==> config.mk <==
export PLATFORM = sky130hd
export DESIGN_NAME = utfgl_cmd_fifo
export DESIGN_NICKNAME = d
export VERILOG_FILES = /design/src/design/utfgl_pkg.sv /design/src/design/utfgl_cmd_fifo.sv
export SDC_FILE = /design/constraint.sdc
export NUM_CORES = 1
export LEC_CHECK = 0
export ABC_AREA = 1
export BUFFER_PORTS_ARGS = -buffer_cell sky130_fd_sc_hd__buf_2
export CELL_PAD_IN_SITES_DETAIL_PLACEMENT = 1
export CELL_PAD_IN_SITES_GLOBAL_PLACEMENT = 2
export CORE_ASPECT_RATIO = 1.25
export CORE_MARGIN = 1
export CORE_UTILIZATION = 43
export DETAILED_ROUTE_END_ITERATION = 8
export PLACE_DENSITY = 0.82
export SLEW_MARGIN = 5
export SYNTH_ARGS = -nofsm -noshare
export SYNTH_HDL_FRONTEND = slang
export SYNTH_SLANG_ARGS = --single-unit
==> constraint.sdc <==
create_clock -name clk -period 5.1 [get_ports clk]
set_input_delay 0 -clock clk [delete_from_list [all_inputs] [get_ports clk]]
set_output_delay 0 -clock clk [all_outputs]
set_load 0.02 [all_outputs]
==> src/design/utfgl_pkg.sv <==
package utfgl_pkg;

  localparam int TABLE_DEPTH_DEF = 256;
  localparam int CMD_FIFO_DEPTH  = 4;
  localparam int CNT_W           = 9;

  localparam logic [7:0] NO_GLYPH   = 8'd63;
  localparam logic [7:0] ASCII_LIM  = 8'd128;
  localparam logic [3:0] LEAD_TWO   = 4'hC;
  localparam logic [3:0] LEAD_THREE = 4'hE;
  localparam logic [3:0] LEAD_FOUR  = 4'hF;

  localparam logic OP_LOAD = 1'b0;
  localparam logic OP_TEXT = 1'b1;

  typedef struct packed {
    logic        operation;
    logic [7:0]  table_slot;
    logic [31:0] table_word;
    logic [7:0]  text_byte;
  } in_item_t;

  typedef struct packed {
    logic [7:0] glyph_index;
    logic [2:0] bytes_used;
  } out_item_t;

  typedef enum logic [1:0] {
    CMD_LOAD,
    CMD_SEARCH,
    CMD_FIXED
  } cmd_kind_t;

  typedef struct packed {
    cmd_kind_t   kind;
    logic [7:0]  slot;
    logic [31:0] word;
    logic [2:0]  bytes;
  } cmd_t;

  typedef enum logic [1:0] {
    B_IDLE,
    B_SCAN,
    B_EMIT
  } back_state_t;

endpackage

==> src/design/utfgl_cmd_fifo.sv <==
module utfgl_cmd_fifo (
  input  logic            clk,
  input  logic            rst,
  input  logic            push,
  input  utfgl_pkg::cmd_t push_data,
  input  logic            pop,
  output utfgl_pkg::cmd_t head,
  output logic            not_empty,
  output logic            full
);
  import utfgl_pkg::*;

  localparam int PW = $clog2(CMD_FIFO_DEPTH);

  cmd_t          slots [CMD_FIFO_DEPTH];
  logic [PW-1:0] wptr, rptr;
  logic [PW:0]   count;

  assign head      = slots[rptr];
  assign not_empty = (count != '0);
  assign full      = (count == (PW+1)'(CMD_FIFO_DEPTH));

  always_ff @(posedge clk) begin
    if (push) begin
      slots[wptr] <= push_data;
    end
  end

  always_ff @(posedge clk) begin
    if (rst) begin
      wptr  <= '0;
      rptr  <= '0;
      count <= '0;
    end else begin
      if (push) begin
        wptr <= wptr + 1'b1;
      end
      if (pop) begin
        rptr <= rptr + 1'b1;
      end
      count <= count + (PW+1)'(push) - (PW+1)'(pop);
    end
  end

endmodule

# [After elaboration in Yosys (flattened, before gate mapping)]
# Memory sizes are Yosys's and may differ from the RTL's. A register that Yosys moved wholly into a read port is not among the register bits.
# Index checks and enable logic that the tools add are counted.
[word_totals] register_bits=7 latchBits=0 ram_bits=180 rom_bits=0 inputBits=49 n_memories=1
[mem_list] name="slots" words=4 word_bits=45 read_ports=1 rd_ports_with_merged_regs=1 wr=1 line="utfgl_cmd_fifo.sv:15" source="cmd_t slots [CMD_FIFO_DEPTH];"
[op_classes] shift=0 n_bitwise=0 add_sub_neg=4 n_mux=4 n_eq_ne=1 n_div=0 mul=0 magnitude_cmp=0 n_reduce_logical=1
[ops] cell="adder 2 x 1 -> 2 bit (second input constant)" n=2
[ops] cell="two-way mux 2 bit" n=2
[ops] cell="adder 3 x 1 -> 3 bit" n=1
[ops] cell="equality test 3 bit (second input constant)" n=1
[ops] cell="nonzero test 3 bit" n=1
[ops] cell="subtractor 3 x 1 -> 3 bit" n=1
[ops] cell="two-way mux 1 bit" n=2

# [Logic depth before layout (Yosys ltp)]
# Gate-level depths: netlist of run 1.
[logic_depth] ltp_word=3 ltp_mapped=8 mapped_depth_nobuf=8

# [Worst setup path after synthesis of run 1]
# No wires, ideal clock.
[synth_timing] kind="register to register" start="register wptr[0]" end="memory slots[2][0] (netlist bit) (enable)" slack_ps=3230 path_stages_with_launch=5 required_ps=4701 n_path_buf=0 arrival_time_ps=1470 setup_ps=399 path_cell_list="dfxtp_1 inv_1 ha_1 nand2_1 inv_1"
[synth_rtl] item="start, declared" line="utfgl_cmd_fifo.sv:16" source="logic [PW-1:0] wptr, rptr;"
[synth_rtl] item="start signal, assigned" line="utfgl_cmd_fifo.sv:36" source="wptr <= wptr + 1'b1;"
[synth_rtl] item="end, declared" line="utfgl_cmd_fifo.sv:15"
# Straight into the memory's write port.

==> results.py, run 1 <==
metrics = {
    "logic_synthesis": {
        "yosysSeqAreaShare_pct": 72.0,
        "synth.avg_cell_area_um2": 13.4,
        "ys_warn_count": 0,
        "synthCells": 581,
        "netlist_area_um2": 7760,
        "synth_seq_cells": 189,
        "yosys.cell_types.count": 15,
        "synth-edff-count": 180,
        "synth_flop_cell": "edfxtp_1",
        "synth_nets": 637,
        "synthArstFlopShare_pct": 0,
    },
    "detailed_routing": {
        "dr_total_vias": 4747,
        "firstDrtPassIters": 4,
        "vias_per_cell": 4.96,
        "ant_nets": 0,
        "wl_per_cell_um": 17.1,
        "post-route-drc-count": 0,
        "drt_iter0_drc": 240,
        "drt_wl_total_um": 16400,
    },
    "sta": {
        "fin_crit_sh_pct": 52.2,
        "final_hold_viol_count": 0,
        "fin_setup_tns_ns": 0,
        "fmax_mhz": 376,
        "slew_headroom_pct": 31.5,
        "fin_skew_ns": 0.00606,
        "min_period_ns": 2.66,
        "drv_slew": 0,
        "rsz0062_at_grt": "no",
        "setup_viol": 0,
        "hold_slack_ns": 0.287,
        "tightest_slew_ns": 1.03,
    },
    "clocking": {
        "path_clk_slew_ns": 0.07,
        "postCtsSetupBuffers": 0,
        "tritoncts": "yes",
        "cts_root_buf": "clkbuf_16",
        "ctsResizeCount": 0,
        "cts_buffers": 17,
        "clock-sinks": 189,
        "clk_path_buf_depth": 2,
        "htreeDepth": 4,
        "clkLatencyLatePin_ns": 0.43,
    },
    "global_route": {
        "grt_max_degree": 95,
        "antenna_found_initial": 0,
        "grt_pass1_wl_um": 26100,
        "overflow": 0,
        "grt_pass1_vias": 5193,
        "grtUsageTotal_pct": 18.9,
    },
    "worst_setup_path": {
        "arrival_ns": 2.66,
        "start_kind": "flip-flop",
        "crit_required_ns": 5.10,
        "crit_chain": "buf_4, a21oi_1, o21ai_0, nand2_1, buf_2",
        "end_kind": "output port",
        "path_buf_inv": 2,
        "critPathKind": "reg -> out",
        "slowest_delay_ns": 1.03,
        "cp_slowest_cell": "dfxtp_4",
        "crit_path_max_fanout": 94,
        "cpLargestDelayFamily": "flip-flops",
    },
    "final_layout": {
        "fillerInstances": 1832,
        "fin_util_pct": 53.8,
        "final_common_cell": "edfxtp_1",
        "drive_above_1_share_pct": 25.2,
        "design_area_um2": 9450,
        "nets": 777,
        "mostFrequentLayoutCells": "edfxtp_1 (180), inv_1 (102), nand2_1 (98)",
        "syn2layout_area_growth_pct": 21.8,
        "diodes": 0,
    },
    "power": {
        "p_comb_share_pct": 11.1,
        "p_switching_uw": 883,
        "power.share.sequential_pct": 50.9,
        "leakage_uw": 0.00370,
        "power.share.switching_pct": 24.7,
        "pwr_density_cell_nw_per_um2": 378,
        "vdd_drop_max_mv": 0.215,
        "p_int_uw": 2690,
        "pwr-share-clk_pct": 38.0,
    },
    "min_path": {
        "hold_class": "in -> reg",
    },
    "job": {
        "maxCapViolations": 0,
    },
    "outcome": {
        "status": "completed",
    },
    "die": {
        "initial_core_util_pct": 44.2,
        "core_um2": 17600,
        "die_h_um": 152,
        "fp-row-count": 54,
        "ios": 96,
        "die-area_um2": 18600,
        "die_width_um": 122,
    },
    "place": {
        "place_hpwl_um": 9970,
        "portBuffers": 95,
        "place.gp.congestion": 0.701,
        "placed_cell_area_um2": 8350,
    },
}
==> synth_stat cells, types with 3 or more instances <==
library cell | number | area share [%]
edfxtp_1 | 180 | 70
inv_1 | 106 | 5.1
nand2_1 | 98 | 4.7
a21oi_1 | 51 | 3.3
o21ai_0 | 49 | 3.2
o211ai_2 | 45 | 7.3
buf_2 | 15 | 0.97
buf_6 | 11 | 1.6
dfxtp_1 | 9 | 2.3
ha_1 | 6 | 0.97
nor2_1 | 4 | 0.19
clkbuf_1 | 3 | 0.15
==> registers in the layout, indices dropped and copies added, names as in the netlist, named ones only <==
signal	cells
count	3
wptr	2
slots	180
rptr	2
==> path summary, 6_finish.rpt <==
path                         from                endpoint  slack (ns)  cells after the start
max reg2reg  wptr[0]$_SDFFE_PP0P_  slots[2][33]$_DFFE_PP_        3.21                      5
max                     flip-flop                head[32]        2.44                      5
min reg2reg  rptr[1]$_SDFFE_PP0P_               flip-flop        0.48                      2
min                           rst     count[1]$_SDFF_PP0_        0.29                      3
==> logic make-up after synthesis <==
family,share of synthesized area [%]
flops,72.0
compound gates,13.7
buf+inv,8.03
simple gates,5.06
fa+ha+maj,1.23
==> through the flow <==
step / instances / total power [uW] / setup slack (ns)
2_1_floorplan: 581 / 2090 / 3.23
3_3_place_gp: 877 / 2200 / 3.00
3_5_place_dp: 877 / 2230 / 2.91
4_1_cts: 958 / 3610 / 2.37
5_1_grt: 958 / 3710 / 2.23
6_report: 958 / 3580 / 2.44
==> cell type report <==
cell class              count  area, um2  area share, %
clock buffers              17        425           4.50
clock inverters            15        186           1.97
inverters                 106        398           4.21
multi-input cells         256       1550           16.4
flip-flops and latches    189       5590           59.2
well taps                 224        280           2.96
repair buffers            151       1020           10.8
==> per-layer routing <==
layer / track usage [%] / part of all wire [%]
met2: 34.6 / 55
met4: 6.68 / 1.4
met5: 0 / 0
met1: 20.7 / 40
met3: 4.87 / 3.1
==> worst min-delay path, stage by stage <==
cell	delay, ns
dlygate4sd3_1	0.51
buf_2	0.12
nor2_1	0.04
==> timing repair <==
item,in CTS,in global routing
endpoints found under the hold margin,189,0
setup endpoints to repair,0,0
hold buffers,49,0
==> power by group through the flow <==
stage	logic (uW)	registers [uW]	clock network (uW)
final	397	1820	1360
after floorplan	266	1820	0
after global placement	352	1850	0
after CTS	405	1820	1380
after global routing	440	1830	1440
after detailed placement	371	1860	0
Power figures use the tool's default switching activity.
==> inputs of run 2 (changes only) <==
--- a/config.mk
+++ b/config.mk
@@ -11,9 +11,9 @@
 export CELL_PAD_IN_SITES_GLOBAL_PLACEMENT = 2
 export CORE_ASPECT_RATIO = 1.25
 export CORE_MARGIN = 1
-export CORE_UTILIZATION = 43
+export CORE_UTILIZATION = 36
 export DETAILED_ROUTE_END_ITERATION = 8
-export PLACE_DENSITY = 0.82
+export PLACE_DENSITY = 0.73
 export SLEW_MARGIN = 5
 export SYNTH_ARGS = -nofsm -noshare
 export SYNTH_HDL_FRONTEND = slang
==> constraint.sdc (replaced) <==
create_clock -name clk -period 2.4 [get_ports clk]
set_input_delay 0 -clock clk [delete_from_list [all_inputs] [get_ports clk]]
set_output_delay 0 -clock clk [all_outputs]
set_load 0.02 [all_outputs]
==> run 2 against run 1 <==
Flip-flop and latch count is the same. Die area grew 19%. Power grew 110%. Global-route usage shrank 3.1 points. Setup slack lost 2.0 ns. Non-clock buffer count grew 4. Count of clock-buffer cells in the layout grew 1.
==> results.py, run 2 (synthesized netlist as in run 1, its figures left out) <==
metrics = {
    "worst_setup_path": {
        "cp.depth": 5,
        "endpoint": "head[2]",
        "crit_path_max_fanout": 41,
        "cp_slowest_cell": "dfxtp_4",
        "critPathKind": "reg -> out",
        "cpLargestDelayFamily": "flip-flops",
        "r2r_setup_slack_ns": 0.68,
        "end_kind": "output port",
        "crit_required_ns": 2.40,
        "start_kind": "flip-flop",
        "r2r-start": "wptr[0]$_SDFFE_PP0P_",
        "arrival_ns": 1.95,
        "path_buf_inv": 2,
        "crit_chain": "buf_4, a21oi_1, o21ai_0, nand2_1, buf_2",
        "r2r-end": "slots[2][37]$_DFFE_PP_",
        "rr_worst_depth": 5,
        "slowest_delay_ns": 0.64,
    },
    "detailed_routing": {
        "post-route-drc-count": 0,
        "vias_per_cell": 4.68,
        "drt_wl_total_um": 16600,
        "dr_total_vias": 4732,
        "firstDrtPassIters": 4,
        "drt_iter0_drc": 234,
        "wl_per_cell_um": 16.4,
        "ant_nets": 0,
    },
    "sta": {
        "fin_crit_sh_pct": 81.4,
        "drv_slew": 0,
        "fin_ws_ns": 0.446,
        "fin_skew_ns": 0.00592,
        "tightest_slew_ns": 0.564,
        "slew_headroom_pct": 62.4,
        "fmax_mhz": 512,
        "final_hold_viol_count": 0,
        "min_period_ns": 1.95,
        "fin_setup_tns_ns": 0,
        "rsz0062_at_grt": "no",
        "setup_viol": 0,
    },
    "global_route": {
        "grtUsageTotal_pct": 15.8,
        "grtUsageMet2_pct": 28.6,
        "top_usage_layer": "met2",
        "grt_pass1_vias": 5069,
        "grt_pass1_wl_um": 26600,
        "grtUsageMet1_pct": 18.5,
        "antenna_found_initial": 0,
        "overflow": 0,
        "grt_max_degree": 60,
        "grt_use_met3_pct": 2.90,
    },
    "power": {
        "leakage_uw": 0.00372,
        "power.share.switching_pct": 24.1,
        "vdd_drop_max_mv": 0.509,
        "pwr-share-clk_pct": 36.9,
        "p_switching_uw": 1810,
        "power.share.sequential_pct": 51.1,
        "pwr_density_cell_nw_per_um2": 785,
        "p_comb_share_pct": 12.0,
        "p_int_uw": 5700,
    },
    "place": {
        "place.gp.congestion": 0.711,
        "placed_cell_area_um2": 8510,
        "place_hpwl_um": 10700,
        "portBuffers": 95,
        "place_ws_ns": 0.642,
    },
    "clocking": {
        "htreeDepth": 4,
        "cts_buffers": 17,
        "path_clk_slew_ns": 0.07,
        "tritoncts": "yes",
        "clock-sinks": 189,
        "clkLatencyLatePin_ns": 0.42,
        "ctsResizeCount": 0,
        "clk_path_buf_depth": 2,
        "cts_root_buf": "clkbuf_16",
    },
    "die": {
        "die_h_um": 166,
        "die-area_um2": 22100,
        "die_width_um": 133,
        "fp-row-count": 59,
        "ios": 96,
        "core_um2": 21000,
        "initial_core_util_pct": 37.0,
    },
    "final_layout": {
        "largest_reg_flops": 180,
        "diodes": 0,
        "drive_above_1_share_pct": 24.9,
        "design_area_um2": 9570,
        "final_common_cell": "edfxtp_1",
        "syn2layout_area_growth_pct": 23.4,
        "mostFrequentLayoutCells": "edfxtp_1 (180), inv_1 (102), nand2_1 (98)",
        "nets": 781,
        "regMostFlops": "slots",
        "reg_top3": "slots: 180 flops, count: 3 flops",
    },
    "job": {
        "maxCapViolations": 0,
    },
    "min_path": {
        "hold_class": "in -> reg",
    },
    "outcome": {
        "status": "completed",
    },
}
## run 2: cell count changes in the layout (fill, tap and decap cells not counted), sizes merged
| cell | delta |
|---|---|
| clkinv | +3 |
| clkbuf | +1 |
| dlygate4sd3 | -1 |
| inv | -4 |
| buf | +5 |
## run 2: repair_timing
action / in CTS / in global routing
endpoints found under the hold margin: 189 / 0
hold buffers: 48 / 0
setup buffers: 0 / 0
setup endpoints to repair: 0 / 0
## run 2: metal layers
layer	part of all wire [%]	vias to the layer above
li1	-	2295
met1	42	2356
met2	54	68
met3	2.6	13
met4	1.2	0
met5	0	-
## run 2: power by group through the flow
| stage | clock (uW) | combinational (uW) | sequential [uW] |
|---|---|---|---|
| after global routing | 2950 | 998 | 3850 |
| after CTS | 2840 | 924 | 3840 |
| after global placement | 0 | 826 | 3910 |
| final | 2770 | 898 | 3840 |
| after floorplan | 0 | 566 | 3870 |
| after detailed placement | 0 | 858 | 3920 |
## run 2: how the worst min path moves through the flow
stage,slack (ns),endpoint,startpoint,cells past startpoint
floorplan,0.07,count[0]$_SDFF_PP0_,rst,1
global placement,0.20,count[0]$_SDFF_PP0_,rst,2
detailed placement,0.21,count[0]$_SDFF_PP0_,rst,2
CTS,0.29,count[1]$_SDFF_PP0_,rst,3
global route,0.32,count[1]$_SDFF_PP0_,rst,3
finish,0.32,count[0]$_SDFF_PP0_,rst,3
## run 2: area by class of cell
class / count / area [um2]
inverter: 106 / 398
clock buffer: 18 / 429
tap: 274 / 343
timing repair buffer: 155 / 1110
sequential: 189 / 5590
clock inverter: 14 / 150
multi-input combinational: 256 / 1550
fill: 2220 / 11400
## run 2: worst min-delay path: cells and delay by family
kind | cells | cell delay, ns
buf+inv | 2 | 0.65
simple gates | 1 | 0.04
## run 2: metrics by stage
stage | hold WS, ns | util [%] | cells | total power (uW)
after floorplan | 0.0712 | - | 581 | 4440
after global placement | 0.198 | 40.6 | 932 | 4730
after detailed placement | 0.211 | 40.6 | 932 | 4770
after CTS | 0.285 | 45.7 | 1012 | 7610
after global routing | 0.318 | 45.7 | 1012 | 7800
final | 0.317 | 45.7 | 1012 | 7510
