**config.mk**
```make
export PLATFORM = sky130hd
export DESIGN_NAME = utfgl_front
export DESIGN_NICKNAME = d
export VERILOG_FILES = /design/src/design/utfgl_pkg.sv /design/src/design/utfgl_front.sv
export SDC_FILE = /design/constraint.sdc
export NUM_CORES = 1
export LEC_CHECK = 0
export BUFFER_PORTS_ARGS = -buffer_cell sky130_fd_sc_hd__buf_2
export CAP_MARGIN = 10
export CORE_MARGIN = 2
export CORE_UTILIZATION = 44
export DETAILED_ROUTE_END_ITERATION = 7
export PLACE_DENSITY_LB_ADDON = 0.3
export SETUP_SLACK_MARGIN = 0.1
export SLEW_MARGIN = 10
export SYNTH_ARGS = -nofsm -noshare
export SYNTH_HDL_FRONTEND = slang
export SYNTH_SLANG_ARGS = --single-unit
```
**constraint.sdc**
```tcl
create_clock -name clk -period 2.07 [get_ports clk]
set_input_delay 0.1035 -clock clk [delete_from_list [all_inputs] [get_ports clk]]
set_output_delay 0.1035 -clock clk [all_outputs]
set_load 0.02 [all_outputs]
```
**src/design/utfgl_pkg.sv**
```systemverilog
package utfgl_pkg;

  localparam int TABLE_DEPTH_DEF = 256;
  localparam int CMD_FIFO_DEPTH  = 4;
  localparam int CNT_W           = 9;

  localparam logic [7:0] NO_GLYPH   = 8'd63;
  localparam logic [7:0] ASCII_LIM  = 8'd128;
  localparam logic [3:0] LEAD_TWO   = 4'hC;
  localparam logic [3:0] LEAD_THREE = 4'hE;
  localparam logic [3:0] LEAD_FOUR  = 4'hF;

  localparam logic OP_LOAD = 1'b0;
  localparam logic OP_TEXT = 1'b1;

  typedef struct packed {
    logic        operation;
    logic [7:0]  table_slot;
    logic [31:0] table_word;
    logic [7:0]  text_byte;
  } in_item_t;

  typedef struct packed {
    logic [7:0] glyph_index;
    logic [2:0] bytes_used;
  } out_item_t;

  typedef enum logic [1:0] {
    CMD_LOAD,
    CMD_SEARCH,
    CMD_FIXED
  } cmd_kind_t;

  typedef struct packed {
    cmd_kind_t   kind;
    logic [7:0]  slot;
    logic [31:0] word;
    logic [2:0]  bytes;
  } cmd_t;

  typedef enum logic [1:0] {
    B_IDLE,
    B_SCAN,
    B_EMIT
  } back_state_t;

endpackage

```
**src/design/utfgl_front.sv**
```systemverilog
module utfgl_front (
  input  logic            clk,
  input  logic            rst,
  input  logic            accept,
  input  utfgl_pkg::in_item_t item,
  output logic            cmd_push,
  output utfgl_pkg::cmd_t cmd
);
  import utfgl_pkg::*;

  logic [31:0] acc, acc_next;
  logic [2:0]  expected, expected_next;
  logic [2:0]  held, held_next;
  logic [31:0] shifted;
  logic [2:0]  held_inc;

  assign shifted  = {acc[23:0], item.text_byte};
  assign held_inc = held + 3'd1;

  always_comb begin
    acc_next      = acc;
    expected_next = expected;
    held_next     = held;
    cmd_push      = 1'b0;
    cmd.kind      = CMD_LOAD;
    cmd.slot      = item.table_slot;
    cmd.word      = item.table_word;
    cmd.bytes     = 3'd1;
    if (accept) begin
      if (item.operation == OP_LOAD) begin
        cmd_push = 1'b1;
      end else if (expected != 3'd0) begin
        // continuation bytes are packed whatever their value
        acc_next  = shifted;
        held_next = held_inc;
        if (held_inc == expected) begin
          cmd_push      = 1'b1;
          cmd.kind      = CMD_SEARCH;
          cmd.word      = shifted;
          cmd.bytes     = expected;
          acc_next      = '0;
          expected_next = '0;
          held_next     = '0;
        end
      end else if (item.text_byte < ASCII_LIM) begin
        cmd_push = 1'b1;
        cmd.kind = CMD_SEARCH;
        cmd.word = {24'd0, item.text_byte};
      end else begin
        unique case (item.text_byte[7:4])
          LEAD_TWO:   expected_next = 3'd2;
          LEAD_THREE: expected_next = 3'd3;
          LEAD_FOUR:  expected_next = 3'd4;
          default: begin
            cmd_push = 1'b1;
            cmd.kind = CMD_FIXED;
          end
        endcase
        if (expected_next != 3'd0) begin
          acc_next  = {24'd0, item.text_byte};
          held_next = 3'd1;
        end
      end
    end
  end

  always_ff @(posedge clk) begin
    if (rst) begin
      acc      <= '0;
      expected <= '0;
      held     <= '0;
    end else begin
      acc      <= acc_next;
      expected <= expected_next;
      held     <= held_next;
    end
  end

endmodule

```
# After elaboration in Yosys (flattened, before gate mapping)
# Index checks and enable logic that the tools add are counted.
[word_totals]
register_bits = 30
inputBits = 52
output_inout_bits = 46
[classes]
addsub = 1
n_lt_le_gt_ge = 1
n_eq_ne = 6
muxes = 34
reduce_logical = 6
[op_table]
columns = ["operator", "n"]
rows = [
  ["$mux 35", 3],
  ["$mux 24", 4],
  ["$mux 32", 2],
  ["$mux 3", 12],
  ["$eq 4x4->1 const B", 3],
  ["$mux 2", 5],
  ["$pmux 3 s3", 1],
  ["$lt 8x8->1 const B", 1],
  ["$reduce_and 4->1", 2],
  ["$mux 1", 7],
  ["$reduce_bool 3->1", 2],
  ["$add 3x1->3 const B", 1],
  ["$eq 3x3->1", 1],
  ["$reduce_or 3->1", 1],
  ["$ne 2x1->1 const B", 1],
  ["$ne 2x2->1 const B", 1],
  ["$reduce_bool 2->1", 1],
]

# Longest topological paths before layout
# Gate-level depths: netlist of run 1.
[logic_depth]
depth_word = 10
mapped_depth = 8

# Worst setup path before layout of run 1
# No wires, ideal clock.
[synth_timing]
path_kind = "register to output"
start = "register held[0]"
end = "output port cmd[10] in the netlist's numbering"
t_arrival_ns = 1.943
setup_slack_ns = 0.024
stages_incl_launch_ff = 9
n_path_buf = 2
path_cell_list = "dfxtp_1 ha_1 xor2_1 nor3_4 and2_1 buf_2 buf_2 a21oi_1 a21oi_1"
[synth_rtl]
columns = ["element", "line_no", "text"]
rows = [
  ["start: declaration", "utfgl_front.sv:13", "logic [2:0] held, held_next;"],
  ["start signal: assignment", "utfgl_front.sv:75", "held <= held_next;"],
  ["end: declaration", "utfgl_front.sv:7", "output utfgl_pkg::cmd_t cmd"],
]

==> run summary, run 1 <==
Crit path max-delay family - simple AND/OR/NAND/NOR gates
Int Pwr - 989.3 uW
WP data required - 1970 ps
Least-Margin Pin Slew - 525.1 ps
critical path type - flip-flop to output pin
hold wc startpoint - item[3]
fraction of registers with async set/reset - 0
drt pass-1 iters - 4
Setup Total Neg Slack - -659.5 ps
hold crit path type - primary input to flip-flop
Synth Warn # - 0
synthesized area per cell - 7.731 sq um
CP endpoint kind - output pin
top routing layer in use - met4
register-to-register setup slack - 50 ps
vias in the first global route - 1,636
met3 wire len - 482 um
die span in x - 66.74 um
per-cell routed wire length - 13.91 um
core area - 3716 sq um
Net Sw Frac - 0.2910
CTS tree - yes
Clock power frac - 0.354
hold path cells - 2
Post-synth EDFFs - 0
failing checks - negative setup slack
Final period util - 1.055
Worst Path Buf+Inv - 3
Reg2Reg Depth - 10
RSZ-0062 raised after global routing - true
initial antenna violation count - 0
clk_lat worst skew - 280 ps
syn_nets - 277
P_leak - 0.001142 uW
area grow syn2layout - 44.15%
Main synth FF type - dfxtp_1
critical-path cell list - buf_6, nor3_4, nor2_2, and2_4, nor2_4, buf_12, mux2_2, buf_6
Synth Register Bits - 30
Final Max Slew Viols - 0
minimum clock period - 2184 ps
CP most frequent cell - buf_6
Final Hold Viols - 0
Max Cap Viol - 0
Mapped Cells - 224
vias per std cell - 5.249
register area share after synthesis - 0.3468
Worst Clk Skew - 5.239 ps
Synth top area share - 0.3468
CTS Sinks - 30
hold_buf cts - 0
Antenna Diode Count - 0
Clk pin slew, worst setup/hold paths - 70 ps
HPWL after detailed placement - 3339 um
Design Power - 1395 uW
GRT overflow - 0
Die H - 66.74 um
drt drc - 0
Max H-tree Level - 2
# IOs - 98
fin worst setup slack - -113.7 ps
Worst Path Max Fanout - 8
Synth area leader - dfxtp_1
combinational power share - 0.222
gpl congestion - 0.9835
global-route wire length before repair - 7376 um
status - complete, but fails checks
total clock buffers created by CTS - 5
fin nets - 361
commonest cells after routing, fill and taps aside - 71 x buf_2, 54 x nand2_1, 26 x dfxtp_1
CP arrival - 2080 ps
DRT Wirelength - 4965 um
CP Launch Type - flip-flop
Fmax - 457.9 MHz
CTS Buffer Depth - 2
Cell Area, Synth - 1732 sq um
count of cell types in the netlist - 37
Reg power frac - 0.424
largest net degree at the start of global routing - 30
Synth area leaders - dfxtp_1 35%, nand2_1 12%, a22oi_1 7.8%, o21ai_0 6.6%, mux2_2 5.2%
die area - 4454 sq um
via count - 1,874
remaining antenna violation count - 0
Initial Utilization - 0.4660
FF-to-FF End - held[2]
Net Sw Power - 406.0 uW
Clock Tree Root - clkbuf_8
CP max-delay cell - mux2_2
Critical Path Max Stage Delay - 350 ps
Iteration-0 DRC Markers - 83
# rows - 22
Worst Hold End - acc[3]
metal1 wirelength - 1983 um
slew margin rel. - 0.6499
PD cells - 559.0 nW/um^2
# port buffers - 81
Worst R2R Start - held[1]
met2 WL post-DR - 2425 um
GRT Resource Usage Total - 0.2210
most common cell after layout, fill and taps aside - buf_2
# setup viols final - 9
maximum VDD drop - 0.3819 mV
share of cells above drive strength 1 - 0.4434
## power groups by stage
stage	sequential (uW)	clock [uW]	combinational, uW
detailed placement	603	0	262
global route	592	525	335
global placement	603	0	259
CTS	591	497	286
finish	592	494	310
floorplan	601	0	179
## final cells by class
cell class	count	area, sq um
Clock inverter	2	12.51
Multi-Input combinational cell	171	1109
Inverter	2	7.507
Tap cell	48	60.06
Clock buffer	6	82.58
Sequential cell	30	605.6
Fill cell	321	1220
Timing Repair Buffer	98	619.3
## worst max-delay path by stage
stage / to / cells after the start / startpoint / slack [ps]
2_1_floorplan: cmd[13] / 7 / held[0] / 40
4_1_cts: cmd[3] / 8 / held[0] / -80
3_5_place_dp: acc[0] / 7 / held[1] / 20
3_3_place_gp: acc[3] / 7 / held[0] / 50
5_1_grt: cmd[9] / 8 / expected[2] / -180
6_report: cmd[9] / 8 / expected[2] / -110
## cell usage after synthesis (all sizes together) (2+ instances only)
master / instances
a22oi: 18
buf: 17
nor3: 6
o21ai: 23
a21oi: 6
inv: 2
clkbuf: 5
a211oi: 2
or2: 2
dfxtp: 30
and2: 2
a22o: 8
xor2: 2
nand2: 56
nor2: 23
mux2: 8
## registers in the layout, indices dropped and copies added, names as in the netlist
signal	count
held	3
acc	24
expected	3
## kinds of logic (layout without fill, tap and decap cells)
logic type / after synthesis / count (layout) / synth area share
flip-flops: 30 / 30 / 0.3468
multiplexers: 9 / 9 / 0.05781
AO/OA/AOI/OAI: 60 / 60 / 0.2363
AND/OR/NAND/NOR: 96 / 97 / 0.2457
XOR/XNOR: 4 / 4 / 0.02890
adder cells (fa/ha/maj): 1 / 1 / 0.007224
buffers and inverters: 24 / 108 / 0.07731
## per-stage QoR
stage	hold slack, ps	instance area (sq um)	util	setup WS, ps	cells
finish	44.46	2496	0.6717	-113.7	357
global route	48.74	2496	0.6717	-183.9	357
CTS	44.17	2392	0.6438	-79.41	353
detailed placement	207.1	2180	0.5865	16.56	343
global placement	207.1	2180	0.5865	52.49	343
floorplan	180.1	1739	-	37.01	224
## worst register-to-register path, stage by stage (launching register included)
cell and delay, ps:
dfxtp_2 340, ha_4 290, xor2_4 180, nor3_4 60, buf_4 140, buf_6 110, buf_4 130, nor3_2 230
buf_6 220, nand3b_1 100, a21oi_1 140
## routing by layer
layer	vias up	track usage
met1	837	0.2725
met3	8	0.06081
met4	0	0.07908
li1	933	-
met5	-	0
met2	96	0.3675
## timing repair
item,in CTS,in global routing
endpoints found under the setup margin,43,41
buffers inserted,1,4
gates cloned,1,0
pin swaps,1,7
resized for setup,24,23
(Power assumes the default switching activity.)
==> run 2: changes to the inputs <==
--- a/config.mk
+++ b/config.mk
@@ -5,7 +5,7 @@
 export SDC_FILE = /design/constraint.sdc
 export NUM_CORES = 1
 export LEC_CHECK = 0
-export BUFFER_PORTS_ARGS = -buffer_cell sky130_fd_sc_hd__buf_2
+export BUFFER_PORTS_ARGS = -buffer_cell sky130_fd_sc_hd__buf_4
 export CAP_MARGIN = 10
 export CORE_MARGIN = 2
 export CORE_UTILIZATION = 44
==> run summary, run 2 (synthesized netlist as in run 1, its figures left out) <==
status - complete, but fails checks
failing checks - negative setup slack
CTS tree - yes
DRT Wirelength - 4769 um (-3.9%)
Initial Utilization - 0.4660 (unchanged)
drt pass-1 iters - 4 (unchanged)
P_leak - 0.001225 uW (+7.3%)
Final Hold Viols - 0 (unchanged)
Fmax - 461.3 MHz (+0.72%)
Antenna Diode Count - 0 (unchanged)
fin nets - 364 (+0.83%)
drt drc - 0 (unchanged)
# setup viols final - 30 (+21)
Max H-tree Level - 2 (unchanged)
Iteration-0 DRC Markers - 82 (-1.2%)
vias per std cell - 5.267 (+0.34%)
global-route wire length before repair - 7238 um (-1.9%)
CP Launch Point - expected[2]
die area - 4454 sq um (unchanged)
Largest Register - acc
via count - 1,891 (+0.91%)
Crit path max-delay family - simple AND/OR/NAND/NOR gates
# rows - 22 (unchanged)
die span in x - 66.74 um (unchanged)
Worst Clk Skew - 3.552 ps (-1.687 ps)
design area - 2705 sq um (+8.4%)
hold wc startpoint - item[1]
commonest cells after routing, fill and taps aside - 86 x buf_4, 54 x nand2_1, 26 x dfxtp_1
fin worst setup slack - -97.98 ps (+15.71 ps)
remaining antenna violation count - 0 (unchanged)
CP max-delay cell - mux2_2
Worst Path Max Fanout - 8 (unchanged)
# IOs - 98 (unchanged)
Worst R2R Start - held[1]
Clock Tree Root - clkbuf_8
hold_buf cts - 0 (unchanged)
vias in the first global route - 1,634 (-0.12%)
PD cells - 503.4 nW/um^2 (-9.9%)
initial antenna violation count - 0 (unchanged)
CTS Buffer Depth - 2 (unchanged)
CP Launch Type - flip-flop
critical path type - flip-flop to output pin
Worst Hold End - acc[1]
largest registers - acc (24), expected (3), held (3)
CP endpoint kind - output pin
max FFs per register - 24 (unchanged)
slew margin rel. - 0.6318 (-0.01812)
register-to-register setup slack - 90 ps (+40 ps)
share of cells above drive strength 1 - 0.4437 (about the same)
hold path cells - 2 (unchanged)
placed instance area - 2415 sq um (+11%)
core area - 3716 sq um (unchanged)
GRT Resource Usage Total - 0.2146 (-0.006432)
# port buffers - 81 (unchanged)
HPWL after detailed placement - 3448 um (+3.3%)
maximum VDD drop - 0.6100 mV (+60%)
fin util - 0.7279 (+0.05623)
minimum clock period - 2168 ps (-15.71 ps)
CTS Sinks - 30 (unchanged)
Die H - 66.74 um (unchanged)
CP arrival - 2060 ps (-20 ps)
Worst Path Buf+Inv - 3 (unchanged)
Critical Path Max Stage Delay - 340 ps (about the same)
largest net degree at the start of global routing - 29 (-3.3%)
critical-path cell list - buf_4, nor3_4, nor2_1, and2_4, nor2_4, buf_12, mux2_2, buf_6
GRT overflow - 0 (unchanged)
Final Max Slew Viols - 0 (unchanged)
Setup WS pre-CTS - 12.20 ps (-4.361 ps)
Reg2Reg Depth - 10 (unchanged)
RSZ-0062 raised after global routing - true
Max Cap Viol - 0 (unchanged)
clk_lat worst skew - 270 ps (about the same)
fillers - 311 (-3.1%)
area grow syn2layout - 56.21%
most common cell after layout, fill and taps aside - buf_4
Least-Margin Pin Slew - 552.3 ps (+27.18 ps)
FF-to-FF End - held[2]
Clk pin slew, worst setup/hold paths - 60 ps (about the same)
WP data required - 1970 ps (about the same)
total clock buffers created by CTS - 5 (unchanged)
hold crit path type - primary input to flip-flop
per-cell routed wire length - 13.28 um (-4.5%)
Final period util - 1.047 (-0.007590)
gpl congestion - 0.9144 (-7.0%)
-- run 2: cell count changes in the layout (fill, tap and decap cells not counted), moves of 2 or more --
cell,change
buf_2,-71
buf_4,+72
o21ai_0,-10
o21ai_1,+10
buf_12,+2
-- run 2: layer usage --
layer	global-route usage	wire length (um)	up-vias
met4	0.09184	55	0
met2	0.3475	2358	78
met5	0	0	-
met3	0.05236	427	4
met1	0.2701	1928	868
li1	-	-	941
-- run 2: worst max-delay path by stage --
stage	end	slack [ps]	depth (start not counted)
after floorplan	cmd[13]	40	7
after global placement	cmd[6]	80	7
after detailed placement	cmd[6]	10	7
after CTS	cmd[6]	-80	7
after global routing	cmd[3]	-180	8
final	cmd[4]	-100	8
-- run 2: final cells by class --
| type | instances | area, sq um | area share |
|---|---|---|---|
| multi-input cells | 170 | 1087 | 0.4019 |
| clock buffers | 5 | 68.82 | 0.02544 |
| inverters | 2 | 7.507 | 0.002775 |
| flip-flops and latches | 30 | 605.6 | 0.2239 |
| repair buffers | 102 | 865.8 | 0.3201 |
| clock inverters | 2 | 10.01 | 0.003700 |
| well taps | 48 | 60.06 | 0.02220 |
-- run 2: what timing repair did --
item                                    CTS  global route
hold endpoints to repair                  0             0
pin swaps                                 1             7
gates resized for setup                  15            26
buffers inserted                          3             4
cloned                                    0             1
endpoints found under the setup margin   35            43
-- run 2: stage by stage --
stage / TNS [ps] / total power, uW / hold slack, ps / std cells
global placement: 0 / 913.3 / 207.1 / 344
global route: -3716 / 1426 / 37.27 / 359
CTS: -888.8 / 1348 / 45.03 / 354
finish: -1160 / 1362 / 42.69 / 359
floorplan: 0 / 779.4 / 180.1 / 224
detailed placement: 0 / 917.0 / 207.1 / 344
-- run 2: power by group --
part	leakage [uW]	internal, uW	switching, uW
clock	0.0000438	225	199
sequential	0.000244	584	7.43
combinational	0.000937	178	169
total	0.00123	986	376
-- run 2: worst reg2reg max path: stages, from the launching register on --
cell	delay, ps
dfxtp_2	330
ha_4	290
xor2_4	180
nor3_4	70
buf_4	140
buf_6	100
buf_4	140
nor3_2	180
buf_6	200
nand3b_1	90
a21oi_1	160
==> run 3: changes to the inputs <==
--- a/config.mk
+++ b/config.mk
@@ -7,8 +7,8 @@
 export LEC_CHECK = 0
 export BUFFER_PORTS_ARGS = -buffer_cell sky130_fd_sc_hd__buf_4
 export CAP_MARGIN = 10
-export CORE_MARGIN = 2
-export CORE_UTILIZATION = 44
+export CORE_MARGIN = 3
+export CORE_UTILIZATION = 47
 export DETAILED_ROUTE_END_ITERATION = 7
 export PLACE_DENSITY_LB_ADDON = 0.3
 export SETUP_SLACK_MARGIN = 0.1
==> constraint.sdc (replaced) <==
create_clock -name clk -period 2.5 [get_ports clk]
set_input_delay 0.125 -clock clk [delete_from_list [all_inputs] [get_ports clk]]
set_output_delay 0.125 -clock clk [all_outputs]
set_load 0.02 [all_outputs]
==> run summary, run 3 (synthesized netlist as in run 1, its figures left out) <==
CP endpoint kind - output pin
Final period util - 0.9107
global-route wire length before repair - 7921 um (+9.4%)
CTS tree - yes
Clk pin slew, worst setup/hold paths - 60 ps (about the same)
slew margin rel. - 0.5803 (-0.05154)
gpl congestion - 0.9148 (about the same)
WP data required - 2380 ps (+410 ps)
CP Launch Type - flip-flop
hold_buf cts - 0 (unchanged)
core area - 3442 sq um (-7.4%)
Least-Margin Pin Slew - 628.3 ps (+76.01 ps)
Antenna Diode Count - 0 (unchanged)
Max H-tree Level - 2 (unchanged)
vias in the first global route - 1,768 (+8.2%)
GRT overflow - 0 (unchanged)
Max Cap Viol - 0 (unchanged)
CTS Buffer Depth - 2 (unchanged)
largest registers - acc (24), expected (3), held (3)
P_leak - 0.001105 uW (-9.8%)
maximum VDD drop - 0.3206 mV (-47%)
# port buffers - 81 (unchanged)
# rows - 21 (-4.5%)
Die H - 66.70 um (about the same)
Largest Register - acc
Final Hold Viols - 0 (unchanged)
DRT Wirelength - 4939 um (+3.6%)
RSZ-0062 raised after global routing - false
vias per std cell - 5.362 (+1.8%)
design area - 2484 sq um (-8.2%)
Initial Utilization - 0.5031 (+0.03710)
drt pass-1 iters - 4 (unchanged)
total clock buffers created by CTS - 5 (unchanged)
# setup viols final - 0 (-100%)
PD cells - 498.1 nW/um^2 (-1.1%)
Iteration-0 DRC Markers - 129 (+57%)
Worst Path Max Fanout - 22 (+14)
die area - 4449 sq um (-0.10%)
Worst Clk Skew - 2.890 ps (-0.6618 ps)
status - finished clean
remaining antenna violation count - 0 (unchanged)
GRT Resource Usage Total - 0.2301 (+0.01550)
drt drc - 0 (unchanged)
share of cells above drive strength 1 - 0.3805 (-0.06326)
critical path type - flip-flop to output pin
Setup Total Neg Slack - 0 ps (+1160 ps)
fin nets - 350 (-3.8%)
largest net degree at the start of global routing - 26 (-10%)
Fmax - 439.2 MHz
Final Max Slew Viols - 0 (unchanged)
commonest cells after routing, fill and taps aside - 86 x buf_4, 56 x nand2_1, 30 x dfxtp_1
Clock Tree Root - clkbuf_8
placed instance area - 2327 sq um (-3.6%)
# IOs - 98 (unchanged)
CTS Sinks - 30 (unchanged)
minimum clock period - 2277 ps
hold crit path type - primary input to flip-flop
most common cell after layout, fill and taps aside - buf_4
fillers - 284 (-8.7%)
CP arrival - 2150 ps (+90 ps)
initial antenna violation count - 0 (unchanged)
max FFs per register - 24 (unchanged)
die span in x - 66.70 um (about the same)
per-cell routed wire length - 14.40 um (+8.4%)
clk_lat worst skew - 280 ps (about the same)
HPWL after detailed placement - 3581 um (+3.9%)
via count - 1,839 (-2.7%)
area grow syn2layout - 43.42%
[run 3: power by group]
part | internal (uW) | total, uW | switching, uW
Clock | 318 | 491 | 172
Combinational | 124 | 257 | 132
Sequential | 483 | 489 | 6.29
Total | 926 | 1240 | 311
[run 3: worst paths after layout]
path,startpoint,endpoint,slack (ps),cells past startpoint
worst min register to register,acc[23],acc[23],510,2
worst max-delay path,expected[2],cmd[28],220,7
worst min-delay path,item[3],acc[3],60,2
worst max register to register,held[0],acc[7],400,7
[run 3: worst max-delay path, cell delays in order, from the launching register on]
cell and delay (ps):
dfxtp_1 470, xor3_1 410, nor3_4 200, and2_4 230, buf_6 190, nand2_1 70
o21ai_0 100, buf_4 190
[run 3: metrics by stage]
stage	total power, uW	std cells	worst slack [ps]	hold slack [ps]	utilization
after floorplan	642.0	224	432.2	201.6	-
after global placement	749.2	335	331.0	250.1	0.6761
after detailed placement	753.3	335	264.4	250.1	0.6761
after CTS	1240	343	156.4	58.45	0.7128
after global routing	1290	343	93.90	60.26	0.7216
final	1237	343	223.3	62.05	0.7216
[run 3: routing by layer]
metal	track usage	vias up	part of all wire
met2	0.3800	87	0.48
li1	-	906	-
met3	0.07589	6	0.094
met5	0	-	0
met4	0.06091	0	0.012
met1	0.2854	840	0.41
[run 3: layout make-up]
| cell class | count | area (sq um) | share of cell area |
|---|---|---|---|
| flip-flops and latches | 30 | 600.6 | 0.2418 |
| clock buffers | 6 | 82.58 | 0.03325 |
| inverters | 2 | 7.507 | 0.003023 |
| clock inverters | 1 | 30.03 | 0.01209 |
| repair buffers | 88 | 671.9 | 0.2705 |
| well taps | 46 | 57.56 | 0.02317 |
| multi-input cells | 170 | 1033 | 0.4161 |
[run 3: repair_timing]
item,CTS,global route
pin swaps,1,1
buffers inserted,1,0
setup endpoints to repair,31,30
gates cloned,0,0
resized for setup,3,6
